$ cat src/hdl/nscc_pkg.sv
`timescale 1ns / 1ps

package nscc_pkg;

  // Field widths of the item channels
  localparam int unsigned BYTE_W = 8;
  localparam int unsigned STAT_W = 2;
  localparam int unsigned LEN_W  = 7;
  localparam int unsigned SUM_W  = 8;

  // Message length bound; a message is cut off at this length less one byte, CR LF counted
  localparam int unsigned MAX_LEN_DEFAULT = 128;

  // Largest reportable length
  localparam int unsigned LEN_MAX = 127;

  // Framing characters
  localparam logic [BYTE_W-1:0] CH_DOLLAR = 8'h24;
  localparam logic [BYTE_W-1:0] CH_STAR   = 8'h2A;
  localparam logic [BYTE_W-1:0] CH_CR     = 8'h0D;
  localparam logic [BYTE_W-1:0] CH_LF     = 8'h0A;

  // Input item kinds
  localparam logic MODE_BYTE    = 1'b0;
  localparam logic MODE_TIMEOUT = 1'b1;

  // Result status codes
  typedef enum logic [STAT_W-1:0] {
    ST_OK      = 2'd0,
    ST_BAD     = 2'd1,
    ST_LONG    = 2'd2,
    ST_TIMEOUT = 2'd3
  } status_t;

  // Framing phase
  typedef enum logic [2:0] {
    PH_FIRST = 3'b001,
    PH_BODY  = 3'b010,
    PH_HEX   = 3'b100
  } phase_t;

endpackage

$ cat src/hdl/nscc_if.sv
`timescale 1ns / 1ps

// Received byte or timeout event
interface nscc_in_if;
  logic                           valid;
  logic                           ready;
  logic                           mode;
  logic [nscc_pkg::BYTE_W-1:0]    data_byte;

  modport source (output valid, output mode, output data_byte, input ready);
  modport sink   (input valid, input mode, input data_byte, output ready);
endinterface

// Message check result
interface nscc_out_if;
  logic                           valid;
  logic                           ready;
  logic [nscc_pkg::STAT_W-1:0]    status;
  logic [nscc_pkg::LEN_W-1:0]     msg_length;
  logic [nscc_pkg::SUM_W-1:0]     computed_sum;
  logic [nscc_pkg::SUM_W-1:0]     received_sum;

  modport source (output valid, output status, output msg_length, output computed_sum,
                  output received_sum, input ready);
  modport sink   (input valid, input status, input msg_length, input computed_sum,
                  input received_sum, output ready);
endinterface

$ cat src/hdl/nmea_sentence_checksum_checker_top.sv
`timescale 1ns / 1ps

// NMEA sentence checksum checker. Each input item is either a received byte or a
// receive timeout event. Bytes are framed into messages ending at CR LF; the first
// byte must be '$', the bytes up to the first '*' are XORed, and the hex digits after
// the '*' form the received checksum (low 8 bits). One result item is produced at
// CR LF (ok or bad), after MAX_LEN-1 bytes without CR LF (too long), or on a timeout,
// and the framer then restarts. The framing state updates at the accepting edge and the
// result lands on that same edge in the output register (skid if stalled), so one item
// is taken per clock while the skid is empty. A two-entry output stage (output register
// plus skid register) keeps input ready registered and lets items flow while a result
// waits to be taken. Reset is synchronous and active low; no clearing pass is needed.
module nmea_sentence_checksum_checker_top #(
  parameter int unsigned MAX_LEN = nscc_pkg::MAX_LEN_DEFAULT
) (
  input  logic         clk,
  input  logic         rst_n,
  nscc_in_if.sink      in_ch,
  nscc_out_if.source   out_ch
);

  localparam int unsigned CNT_W = $clog2(MAX_LEN);
  localparam int unsigned EXT_W = (CNT_W > nscc_pkg::LEN_W) ? CNT_W : nscc_pkg::LEN_W;
  localparam logic [CNT_W-1:0] CNT_LIMIT = CNT_W'(MAX_LEN - 1);
  localparam logic [EXT_W-1:0] LEN_SAT   = EXT_W'(nscc_pkg::LEN_MAX);

  typedef struct packed {
    nscc_pkg::status_t               status;
    logic [nscc_pkg::LEN_W-1:0]      msg_length;
    logic [nscc_pkg::SUM_W-1:0]      computed_sum;
    logic [nscc_pkg::SUM_W-1:0]      received_sum;
  } result_t;

  // Hex digit decode: bit 4 flags a valid digit, bits 3:0 hold its value
  function automatic logic [4:0] hex_decode(input logic [nscc_pkg::BYTE_W-1:0] c);
    logic [4:0] r;
    r = 5'd0;
    if (c >= 8'h30 && c <= 8'h39) begin
      r = {1'b1, 4'(c - 8'h30)};
    end else if (c >= 8'h41 && c <= 8'h46) begin
      r = {1'b1, 4'(c - 8'h37)};
    end else if (c >= 8'h61 && c <= 8'h66) begin
      r = {1'b1, 4'(c - 8'h57)};
    end
    return r;
  endfunction

  // Framing state
  nscc_pkg::phase_t              phase_r, phase_nxt;
  logic                          dollar_ok_r, dollar_ok_nxt;
  logic [nscc_pkg::SUM_W-1:0]    xor_r, xor_nxt;
  logic [nscc_pkg::SUM_W-1:0]    hex_r, hex_nxt;
  logic                          hex_stop_r, hex_stop_nxt;
  logic [CNT_W-1:0]              count_r, count_nxt;
  logic                          prev_cr_r, prev_cr_nxt;

  // Output stage
  logic                          out_valid_r;
  result_t                       out_data_r;
  logic                          skid_valid_r;
  result_t                       skid_data_r;

  logic                          accept;
  logic                          is_byte;
  logic [nscc_pkg::BYTE_W-1:0]   c;
  logic [4:0]                    hex_dec;
  logic                          msg_end;
  logic                          too_long;
  logic                          res_valid;
  logic                          restart;
  logic                          star_seen;
  logic                          sums_match;
  logic [EXT_W-1:0]              count_ext;
  result_t                       res;

  assign in_ch.ready = !skid_valid_r;
  assign accept      = in_ch.valid && in_ch.ready;
  assign is_byte     = (in_ch.mode == nscc_pkg::MODE_BYTE);
  assign c           = in_ch.data_byte;
  assign hex_dec     = hex_decode(c);

  // Advance the framing state for a received byte; a timeout leaves it as is
  always_comb begin
    phase_nxt     = phase_r;
    dollar_ok_nxt = dollar_ok_r;
    xor_nxt       = xor_r;
    hex_nxt       = hex_r;
    hex_stop_nxt  = hex_stop_r;
    count_nxt     = count_r;
    prev_cr_nxt   = prev_cr_r;
    if (is_byte) begin
      unique case (phase_r)
        nscc_pkg::PH_FIRST: begin
          dollar_ok_nxt = (c == nscc_pkg::CH_DOLLAR);
          phase_nxt     = nscc_pkg::PH_BODY;
        end
        nscc_pkg::PH_BODY: begin
          if (c == nscc_pkg::CH_STAR) begin
            phase_nxt = nscc_pkg::PH_HEX;
          end else begin
            xor_nxt = xor_r ^ c;
          end
        end
        nscc_pkg::PH_HEX: begin
          if (!hex_stop_r) begin
            if (hex_dec[4]) begin
              hex_nxt = {hex_r[3:0], hex_dec[3:0]};
            end else begin
              hex_stop_nxt = 1'b1;
            end
          end
        end
        default: begin
          phase_nxt = phase_r;
        end
      endcase
      count_nxt   = count_r + CNT_W'(1);
      prev_cr_nxt = (c == nscc_pkg::CH_CR);
    end
  end

  // Decide whether this item closes the message
  assign msg_end   = is_byte && (count_r != '0) && prev_cr_r && (c == nscc_pkg::CH_LF);
  assign too_long  = is_byte && !msg_end && (count_nxt >= CNT_LIMIT);
  assign restart   = !is_byte || msg_end || too_long;
  assign res_valid = accept && restart;

  // Build the result from the updated state
  assign star_seen  = (phase_nxt == nscc_pkg::PH_HEX);
  assign sums_match = (xor_nxt == hex_nxt);
  assign count_ext  = EXT_W'(count_nxt);

  always_comb begin
    priority if (!is_byte) begin
      res.status = nscc_pkg::ST_TIMEOUT;
    end else if (msg_end) begin
      res.status = (dollar_ok_nxt && star_seen && sums_match) ? nscc_pkg::ST_OK
                                                              : nscc_pkg::ST_BAD;
    end else begin
      res.status = nscc_pkg::ST_LONG;
    end
    res.msg_length   = (count_ext > LEN_SAT) ? nscc_pkg::LEN_W'(nscc_pkg::LEN_MAX)
                                             : nscc_pkg::LEN_W'(count_ext);
    res.computed_sum = star_seen ? xor_nxt : '0;
    res.received_sum = star_seen ? hex_nxt : '0;
  end

  // Update framing state on each accepted item; restart after a result
  always_ff @(posedge clk) begin
    if (!rst_n) begin
      phase_r     <= nscc_pkg::PH_FIRST;
      dollar_ok_r <= 1'b0;
      xor_r       <= '0;
      hex_r       <= '0;
      hex_stop_r  <= 1'b0;
      count_r     <= '0;
      prev_cr_r   <= 1'b0;
    end else if (accept) begin
      if (restart) begin
        phase_r     <= nscc_pkg::PH_FIRST;
        dollar_ok_r <= 1'b0;
        xor_r       <= '0;
        hex_r       <= '0;
        hex_stop_r  <= 1'b0;
        count_r     <= '0;
        prev_cr_r   <= 1'b0;
      end else begin
        phase_r     <= phase_nxt;
        dollar_ok_r <= dollar_ok_nxt;
        xor_r       <= xor_nxt;
        hex_r       <= hex_nxt;
        hex_stop_r  <= hex_stop_nxt;
        count_r     <= count_nxt;
        prev_cr_r   <= prev_cr_nxt;
      end
    end
  end

  // Output register with skid: drain the skid first, park a result when stalled
  always_ff @(posedge clk) begin
    if (!rst_n) begin
      out_valid_r  <= 1'b0;
      skid_valid_r <= 1'b0;
    end else if (!out_valid_r || out_ch.ready) begin
      if (skid_valid_r) begin
        out_valid_r  <= 1'b1;
        skid_valid_r <= 1'b0;
      end else begin
        out_valid_r <= res_valid;
      end
    end else if (res_valid) begin
      skid_valid_r <= 1'b1;
    end
  end

  // Result payload
  always_ff @(posedge clk) begin
    if (!out_valid_r || out_ch.ready) begin
      out_data_r <= skid_valid_r ? skid_data_r : res;
    end
    if (out_valid_r && !out_ch.ready && res_valid) begin
      skid_data_r <= res;
    end
  end

  assign out_ch.valid        = out_valid_r;
  assign out_ch.status       = out_data_r.status;
  assign out_ch.msg_length   = out_data_r.msg_length;
  assign out_ch.computed_sum = out_data_r.computed_sum;
  assign out_ch.received_sum = out_data_r.received_sum;

  // A parked result always sits behind a held one
  a_skid_behind_out: assert property (@(posedge clk) disable iff (!rst_n)
    skid_valid_r |-> out_valid_r)
    else $error("skid register holds an item while the output register is empty");

  // Waiting for the first byte means nothing has been counted
  a_first_empty: assert property (@(posedge clk) disable iff (!rst_n)
    (phase_r == nscc_pkg::PH_FIRST) |-> (count_r == '0 && !prev_cr_r))
    else $error("framer expects a first byte but holds a partial message");

  // An ok result carries matching checksums
  a_ok_match: assert property (@(posedge clk) disable iff (!rst_n)
    (out_valid_r && out_data_r.status == nscc_pkg::ST_OK) |->
      (out_data_r.computed_sum == out_data_r.received_sum))
    else $error("ok status with differing checksums");

  // A result follows every accepted timeout event
  a_timeout_result: assert property (@(posedge clk) disable iff (!rst_n)
    (accept && in_ch.mode == nscc_pkg::MODE_TIMEOUT) |=> out_valid_r)
    else $error("timeout item produced no result");

endmodule

$ cat src/flat_wrapper.sv
// flat-port wrapper written by rule: the top's interface ports become plain ports
module nmea_sentence_checksum_checker_top_flat 
#(
  parameter int unsigned MAX_LEN = nscc_pkg::MAX_LEN_DEFAULT
)
  (clk, rst_n, in_ch_valid, in_ch_mode, in_ch_data_byte, in_ch_ready, out_ch_valid, out_ch_status, out_ch_msg_length, out_ch_computed_sum, out_ch_received_sum, out_ch_ready);
  nscc_in_if in_ch_i ();
  nscc_out_if out_ch_i ();
  input  logic clk;
  input  logic rst_n;
  input wire logic [$bits(in_ch_i.valid)-1:0] in_ch_valid;
  input wire logic [$bits(in_ch_i.mode)-1:0] in_ch_mode;
  input wire logic [$bits(in_ch_i.data_byte)-1:0] in_ch_data_byte;
  output wire logic [$bits(in_ch_i.ready)-1:0] in_ch_ready;
  output wire logic [$bits(out_ch_i.valid)-1:0] out_ch_valid;
  output wire logic [$bits(out_ch_i.status)-1:0] out_ch_status;
  output wire logic [$bits(out_ch_i.msg_length)-1:0] out_ch_msg_length;
  output wire logic [$bits(out_ch_i.computed_sum)-1:0] out_ch_computed_sum;
  output wire logic [$bits(out_ch_i.received_sum)-1:0] out_ch_received_sum;
  input wire logic [$bits(out_ch_i.ready)-1:0] out_ch_ready;
  assign in_ch_i.valid = in_ch_valid;
  assign in_ch_i.mode = in_ch_mode;
  assign in_ch_i.data_byte = in_ch_data_byte;
  assign in_ch_ready = in_ch_i.ready;
  assign out_ch_valid = out_ch_i.valid;
  assign out_ch_status = out_ch_i.status;
  assign out_ch_msg_length = out_ch_i.msg_length;
  assign out_ch_computed_sum = out_ch_i.computed_sum;
  assign out_ch_received_sum = out_ch_i.received_sum;
  assign out_ch_i.ready = out_ch_ready;
  nmea_sentence_checksum_checker_top #(.MAX_LEN(MAX_LEN)) u_core (.clk(clk), .rst_n(rst_n), .in_ch(in_ch_i), .out_ch(out_ch_i));
endmodule
$ cat config.mk
export PLATFORM = sky130hd
export DESIGN_NAME = nmea_sentence_checksum_checker_top_flat
export DESIGN_NICKNAME = d
export VERILOG_FILES = /design/src/hdl/nscc_pkg.sv /design/src/hdl/nscc_if.sv /design/src/hdl/nmea_sentence_checksum_checker_top.sv /design/src/flat_wrapper.sv
export SDC_FILE = /design/constraint.sdc
export NUM_CORES = 1
export LEC_CHECK = 0
export BUFFER_PORTS_ARGS = -buffer_cell sky130_fd_sc_hd__buf_2
export CAP_MARGIN = 5
export CORE_UTILIZATION = 45
export CTS_CLUSTER_SIZE = 24
export DETAILED_ROUTE_END_ITERATION = 8
export PLACE_DENSITY = 0.65
export SLEW_MARGIN = 20
export SYNTH_ARGS = -nofsm -noshare
export SYNTH_HDL_FRONTEND = slang
export SYNTH_SLANG_ARGS = --single-unit
$ cat constraint.sdc
create_clock -name clk -period 5.1 [get_ports clk]
set_input_delay 1.275 -clock clk [delete_from_list [all_inputs] [get_ports clk]]
set_output_delay 1.275 -clock clk [all_outputs]
set_load 0.02 [all_outputs]
==> summary.md, run 1 <==
| Metric | Value |
|---|---|
| Cell count after synthesis | `397` |
| Most common cell after layout, fill and taps aside | `edfxtp_1` |
| Synth Area in Simple Gates | `18.4%` |
| CP max stage delay | `0.49 ns` |
| Setup TNS | `0 ns` |
| Critical Path Start Type | `input pin` |
| Post-Syn Area per Cell | `10.5 um^2` |
| HP Class | `flip-flop to flip-flop` |
| Synth warnings | `0` |
| Compound-Gate Fraction of Synth Area | `14.8%` |
| Total die area | `9690 um^2` |
| Clock insertion delay at the later pin of the skew report | `0.34 ns` |
| Ant. Diodes | `0` |
| Syn nets | `416` |
| Synth top area share | `35.9%` |
| Grt total ovfl | `0` |
| CTS tree | `built` |
| Min cycle time layout | `3.80 ns` |
| Most used cell along the critical path | `a31oi_1` |
| DR vias | `3091` |
| Post-DRT Antenna Nets | `0` |
| Fin nets | `449` |
| Final Slew Violations | `0` |
| CTS Buffer Depth | `2` |
| Fin area | `4680 um^2` |
| Status | `finished, violations left` |
| Post-detail-place hpwl | `5930 um` |
| Initial antenna violation count | `0` |
| Routed wire length | `8700 um` |
| Placed Area | `4480 um^2` |
| Crit-path max FO | `11` |
| Die H | `98.5 um` |
| Drt drc | `7` |
| Main flop type after synthesis | `edfxtp_1` |
| Post-synth EDFFs | `50` |
| RSZ-0062 raised after global routing | `false` |
| Slew headroom | `41.0%` |
| Cell Pwr Density | `271 nW/um^2` |
| CP endpoint kind | `flip-flop` |
| Post-CTS Hold Buffers | `0` |
| Die width | `98.5 um` |
| Leakage power | `1.71 nW` |
| Post-Synth Adder-Cell Area | `1.79%` |
| Critical path arrival | `3.88 ns` |
| Clk slew on worst S/H paths | `0.09 ns` |
| Synth Register Bits | `81` |
| CTS H-tree lvls | `3` |
| Fraction of registers with async set/reset | `0%` |
| Failing checks | `DRC` |
| PostCTS Resize Cnt | `0` |
| CTS Buf Count | `9` |
| Starting density of the core | `47.3%` |
| CP required | `5.17 ns` |
| Main combinational cell family by area after synthesis | `simple AND/OR/NAND/NOR gates` |
| Area leader, netlist | `edfxtp_1` |
| Pre-CTS setup slack | `0.929 ns` |
| Synth Area in XOR/XNOR | `6.07%` |
| Initial DRC Count | `191` |
| Routed len/inst | `16.0 um` |
| CP delay by family, top | `simple AND/OR/NAND/NOR gates` |
| Finished Layout Cells | `543` |
| Mux share of post-synthesis cell area | `4.87%` |
| Post-Syn Area | `4190 um^2` |
| I/O pin count | `40` |
| Core Area | `8850 um^2` |
| IO Port Bufs | `39` |
| GRT Total Usage | `19.4%` |
| Post-CTS setup buffers | `0` |
| Buf/Inv on CP | `2` |
| Endpoints failing hold | `0` |
| P&R area growth vs syn | `11.9%` |
| Crit path kind | `input pin to flip-flop` |
| # setup viols final | `0` |
| GPL Wtd Cong | `0.880` |
| Largest cells by area after synthesis | `edfxtp_1, dfxtp_1, nand2_1` |
| Slowest-stage cell, CP | `or2_1` |
| Ratio of cells with drive above 1 in the final layout | `18.4%` |
| Crit-path cells | `buf_2 -> inv_1 -> ha_1 -> or3b_1 -> a31oi_1 -> or2_1 -> mux2i_2 -> xor2_1 -> nor4_2 -> a31oi_1` |
| Post-DR vias/cell | `5.69` |
| Max-cap viol count | `0` |
| Vias in the first global route | `2818` |
| Peak VDD IR | `0.135 mV` |
| Slew of the pin with the lowest slew margin | `0.884 ns` |
| Final worst slack | `1.30 ns` |
| Power, Total | `1.27 mW` |
| Placed Cells | `527` |
| Fill count | `799` |
| Clk_skew | `0.00869 ns` |
| Final period utilization | `74.6%` |
| Commonest non-fill, non-tap cells in the layout | `edfxtp_1, nand2_1, buf_2` |
| Largest net degree at the start of global routing | `38` |
| Root buf cell | `clkbuf_8` |
| Global-route wire length before repair | `14700 um` |
| Synth cell types | `58` |
| Clock sink count | `81` |
| Initial DRT Pass Iterations | `7` |
| Sequential element share of the synthesized area | `50.7%` |
| Max Fclk | `263 MHz` |
| Row count | `34` |
cells by family after synthesis:
logic type                 after synthesis
adders and majority gates                6
xor gates and xnor gates                25
DFF                                     81
buffers and inverters                   34
AOI/OAI and AO/OA                       88
and+or+nand+nor                        144
muxes                                   19
power breakdown:
group / switching, mW / leakage, nW / internal, mW
Clock: 0.242 / 0.0954 / 0.230
Sequential: 0.00542 / 0.769 / 0.702
Combinational: 0.0611 / 0.842 / 0.0300
Total: 0.308 / 1.71 / 0.962
synth_stat cells (3+ instances only):
library cell  instances
a21boi_1             14
buf_2                 4
ha_1                  6
a21o_1                4
o21ai_1               4
nand2_1              42
a22oi_1               5
a31oi_1               3
dfxtp_1              31
and2_1                4
a21oi_1              16
clkbuf_1             21
nor2b_1              16
nor4_1                4
nand3b_1              3
edfxtp_1             50
mux2i_1              10
o31ai_1              17
or3_1                 3
xor2_1                9
nand4b_1              3
o21ai_0               9
xnor2_1              13
nand2b_1              7
nor2_1               25
mux2_2                8
o211ai_1              3
nand4_1               4
nand3_1               8
inv_1                 7
nor3_1               12
area by class of cell:
| type | count | area (um^2) | share of cell area (%) |
|---|---|---|---|
| Timing Repair Buffer | 49 | 270 | 5.77 |
| Tap cell | 108 | 135 | 2.88 |
| Clock inverter | 7 | 77.6 | 1.66 |
| Sequential cell | 81 | 2120 | 45.3 |
| Multi-Input combinational cell | 282 | 1930 | 41.2 |
| Inverter | 7 | 26.3 | 0.561 |
| Clock buffer | 9 | 124 | 2.64 |
per-stage QoR:
| step | hold slack (ns) | util [%] |
|---|---|---|
| global placement | 0.443 | 50.7 |
| detailed placement | 0.452 | 50.7 |
| global route | 0.491 | 52.9 |
| CTS | 0.465 | 52.9 |
| finish | 0.462 | 52.9 |
| floorplan | 0.429 | - |
worst reg2reg max path, stage by stage (launching register included):
cell	delay [ns]
dfxtp_1	0.46
inv_1	0.08
ha_1	0.28
mux2_2	0.31
and4_1	0.22
a41o_1	0.45
nor3_1	0.58
a22oi_1	0.16
nor2b_1	0.16
registers in the layout (all words and copies together), names as in the netlist:
register,flops
u_core.hex_stop_r,1
u_core.out_ch.valid,1
u_core.phase_r,3
u_core.count_r,7
u_core.hex_r,8
u_core.out_ch.status,2
u_core.xor_r,8
u_core.prev_cr_r,1
u_core.skid_valid_r,1
u_core.dollar_ok_r,1
u_core.skid_data_r,25
u_core.out_ch.computed_sum,8
u_core.out_ch.msg_length,7
u_core.out_ch.received_sum,8
per-layer routing:
| metal | vias up | global-route usage, % | part of all wire, % |
|---|---|---|---|
| li1 | 1512 | - | - |
| met1 | 1494 | 28.2 | 50 |
| met2 | 76 | 29.3 | 45 |
| met3 | 9 | 3.69 | 4.1 |
| met4 | 0 | 6.20 | 0.99 |
| met5 | - | 0 | 0 |
path summary, 6_finish.rpt:
| kind | endpoint | start | cells after the start | slack (ns) |
|---|---|---|---|---|
| setup / recovery | u_core.out_ch.status[0]$_DFFE_PP_ | in_ch_data_byte[1] | 10 | 1.30 |
| hold reg to reg | u_core.dollar_ok_r$_SDFFE_PN0P_ | u_core.dollar_ok_r$_SDFFE_PN0P_ | 2 | 0.46 |
| setup reg to reg | u_core.hex_r[4]$_SDFFE_PN0P_ | u_core.count_r[0]$_SDFFE_PN0P_ | 8 | 2.35 |
| hold / removal | u_core.dollar_ok_r$_SDFFE_PN0P_ | u_core.dollar_ok_r$_SDFFE_PN0P_ | 2 | 0.46 |
(Power assumes the default switching activity.)
==> run 2, diff against run 1 <==
- PLACE_DENSITY: 0.65 -> 0.68
- clock period: 5.1 -> 3.2 ns (I/O delays scaled with it)
==> run 2 against run 1 <==
Compared with the run above:
- highest routed layer unchanged
- critical path type unchanged
- sequential share of layout area is 3.5 points lower
- sequential power is 60% higher
- utilization is 4.5 points higher
- the run still ends with DRC left
- via count is 3.2% higher
- non-clock buffer count is 40 higher
- final area is 8.4% higher
- worst setup slack worse by 0.93 ns
==> summary.md, run 2 (synthesis gave the netlist of run 1 again) <==
| Metric | Value |
|---|---|
| CTS tree | `built` |
| PostCTS Resize Cnt | `0 (unchanged)` |
| Critical Path Start Type | `input pin` |
| Core Area | `8850 um^2 (unchanged)` |
| Failing checks | `DRC` |
| IO Port Bufs | `39 (unchanged)` |
| Initial antenna violation count | `0 (unchanged)` |
| # setup viols final | `0 (unchanged)` |
| Vias in the first global route | `3007 (+6.7%)` |
| Finished Layout Cells | `583 (+7.4%)` |
| CTS H-tree lvls | `3 (unchanged)` |
| Pre-CTS setup slack | `-0.0217 ns (-0.951 ns)` |
| Status | `finished, violations left` |
| CP delay by family, top | `compound AO/OA/AOI/OAI gates` |
| Max-cap viol count | `0 (unchanged)` |
| Crit-path cells | `buf_2 -> inv_1 -> ha_1 -> or3b_1 -> a31oi_1 -> or2_1 -> buf_4 -> buf_4 -> o221ai_1 -> a21oi_1 -> a31oi_1` |
| Power, Total | `2.28 mW (+80%)` |
| CTS Buf Count | `9 (unchanged)` |
| Critical Path Sink | `u_core.out_ch.status[0]$_DFFE_PP_` |
| Slowest-stage cell, CP | `or3b_1` |
| HP Class | `flip-flop to flip-flop` |
| Initial DRT Pass Iterations | `8 (+1)` |
| Placed Cells | `567 (+7.6%)` |
| Final period utilization | `88.5%` |
| GRT Total Usage | `19.7% (+0.32 points)` |
| RR Endpoint | `u_core.xor_r[2]$_SDFFE_PN0P_` |
| Post-DR vias/cell | `5.47 (-3.9%)` |
| Slew of the pin with the lowest slew margin | `0.665 ns (-0.219 ns)` |
| Buf/Inv on CP | `4 (+2)` |
| Final worst slack | `0.367 ns (-0.929 ns)` |
| Max FFs per register | `25 (unchanged)` |
| Post-DRT Antenna Nets | `0 (unchanged)` |
| Clock sink count | `81 (unchanged)` |
| Die H | `98.5 um (unchanged)` |
| Clk slew on worst S/H paths | `0.08 ns (about the same)` |
| Clock insertion delay at the later pin of the skew report | `0.36 ns (+0.02 ns)` |
| Initial DRC Count | `135 (-29%)` |
| Leakage power | `1.94 nW (+14%)` |
| RSZ-0062 raised after global routing | `false` |
| Min cycle time layout | `2.83 ns` |
| I/O pin count | `40 (unchanged)` |
| Root buf cell | `clkbuf_8` |
| Routed len/inst | `15.5 um (-3.3%)` |
| Reg2Reg Launch Point | `u_core.count_r[1]$_SDFFE_PN0P_` |
| Die width | `98.5 um (unchanged)` |
| Commonest non-fill, non-tap cells in the layout | `edfxtp_1, buf_4, nand2_1` |
| Total die area | `9690 um^2 (unchanged)` |
| Starting density of the core | `47.3% (unchanged)` |
| CP required | `3.29 ns (-1.88 ns)` |
| Endpoints failing hold | `0 (unchanged)` |
| Final Slew Violations | `0 (unchanged)` |
| Crit-path max FO | `9 (-2)` |
| GPL Wtd Cong | `0.903 (+2.6%)` |
| Max Fclk | `353 MHz` |
| R2R setup slack | `0.40 ns (-1.95 ns)` |
| Post-detail-place hpwl | `6660 um (+12%)` |
| CP max stage delay | `0.35 ns (-0.14 ns)` |
| Post-CTS Hold Buffers | `0 (unchanged)` |
| Largest net degree at the start of global routing | `37 (-2.6%)` |
| Reg2reg path depth | `9 (+1)` |
| Cell Pwr Density | `449 nW/um^2 (+66%)` |
| Clk_skew | `0.00822 ns (-0.000465 ns)` |
| Ant. Diodes | `0 (unchanged)` |
| CP endpoint kind | `flip-flop` |
| Most common cell after layout, fill and taps aside | `edfxtp_1` |
| Critical path arrival | `2.93 ns (-0.95 ns)` |
| Largest register by flop count | `u_core.skid_data_r` |
| Row count | `34 (unchanged)` |
| Crit path kind | `input pin to flip-flop` |
| Grt total ovfl | `0 (unchanged)` |
| Post-CTS setup buffers | `0 (unchanged)` |
| Ratio of cells with drive above 1 in the final layout | `25.3% (+6.9 points)` |
| CTS Buffer Depth | `2 (unchanged)` |
| Crit. Startpoint | `in_ch_data_byte[0]` |
| Global-route wire length before repair | `14900 um (+1.6%)` |
| Routed wire length | `9030 um (+3.8%)` |
| DR vias | `3190 (+3.2%)` |
| Fin nets | `489 (+8.9%)` |
| P&R area growth vs syn | `21.3%` |
| Peak VDD IR | `0.218 mV (+61%)` |
| Slew headroom | `55.1% (+14 points)` |
| Drt drc | `1 (-6)` |
| WP depth | `11 (+1)` |
run 2: changes by cell type in the layout (fill, tap and decap cells not counted), sizes merged:
cell	change
inv	-2
clkinv	-2
clkbuf	+2
clkinvlp	-1
bufinv	+3
buf	+40
run 2: where the power goes:
part / switching [mW] / leakage [nW] / internal [mW] / total [mW]
clock network: 0.369 / 0.130 / 0.619 / 0.987
registers: 0.00753 / 0.769 / 1.12 / 1.13
logic: 0.103 / 1.04 / 0.0652 / 0.168
total: 0.479 / 1.94 / 1.80 / 2.28
run 2: cell type report:
cell class	count	area [um^2]
multi-input combinational	282	1940
clock buffer	11	141
tap	108	135
timing repair buffer	89	583
fill	770	3770
clock inverter	5	128
inverter	7	26.3
sequential	81	2120
run 2: worst min-delay path, cell delays in order (launching register included):
cell      delay, ns
dfxtp_1        0.32
nand2_1        0.05
a21boi_1       0.05
run 2: worst min path at each step:
stage,startpoint,to,slack [ns],cells past startpoint
floorplan,u_core.hex_stop_r$_SDFFE_PN0P_,u_core.hex_stop_r$_SDFFE_PN0P_,0.43,2
global placement,u_core.dollar_ok_r$_SDFFE_PN0P_,u_core.dollar_ok_r$_SDFFE_PN0P_,0.44,2
detailed placement,u_core.hex_stop_r$_SDFFE_PN0P_,u_core.hex_stop_r$_SDFFE_PN0P_,0.45,2
CTS,u_core.dollar_ok_r$_SDFFE_PN0P_,u_core.dollar_ok_r$_SDFFE_PN0P_,0.47,2
global route,u_core.hex_stop_r$_SDFFE_PN0P_,u_core.hex_stop_r$_SDFFE_PN0P_,0.50,2
finish,u_core.dollar_ok_r$_SDFFE_PN0P_,u_core.dollar_ok_r$_SDFFE_PN0P_,0.47,2
run 2: per-layer routing:
| metal | GRT usage [%] | share of wire, % | routed length [um] |
|---|---|---|---|
| met3 | 3.62 | 3.6 | 324 |
| met4 | 7.69 | 1.1 | 95 |
| met1 | 27.8 | 50 | 4500 |
| met2 | 30.2 | 46 | 4110 |
| met5 | 0 | 0 | 0 |
run 2: metrics by stage:
step                instance area [um^2]  TNS (ns)  util, %  hold slack (ns)
finish                              5080         0     57.4            0.475
global route                        5080         0     57.4            0.500
CTS                                 5080         0     57.4            0.471
detailed placement                  4810   -0.0284     54.4            0.451
global placement                    4810  -0.00281     54.4            0.441
floorplan                           4210         0        -            0.429
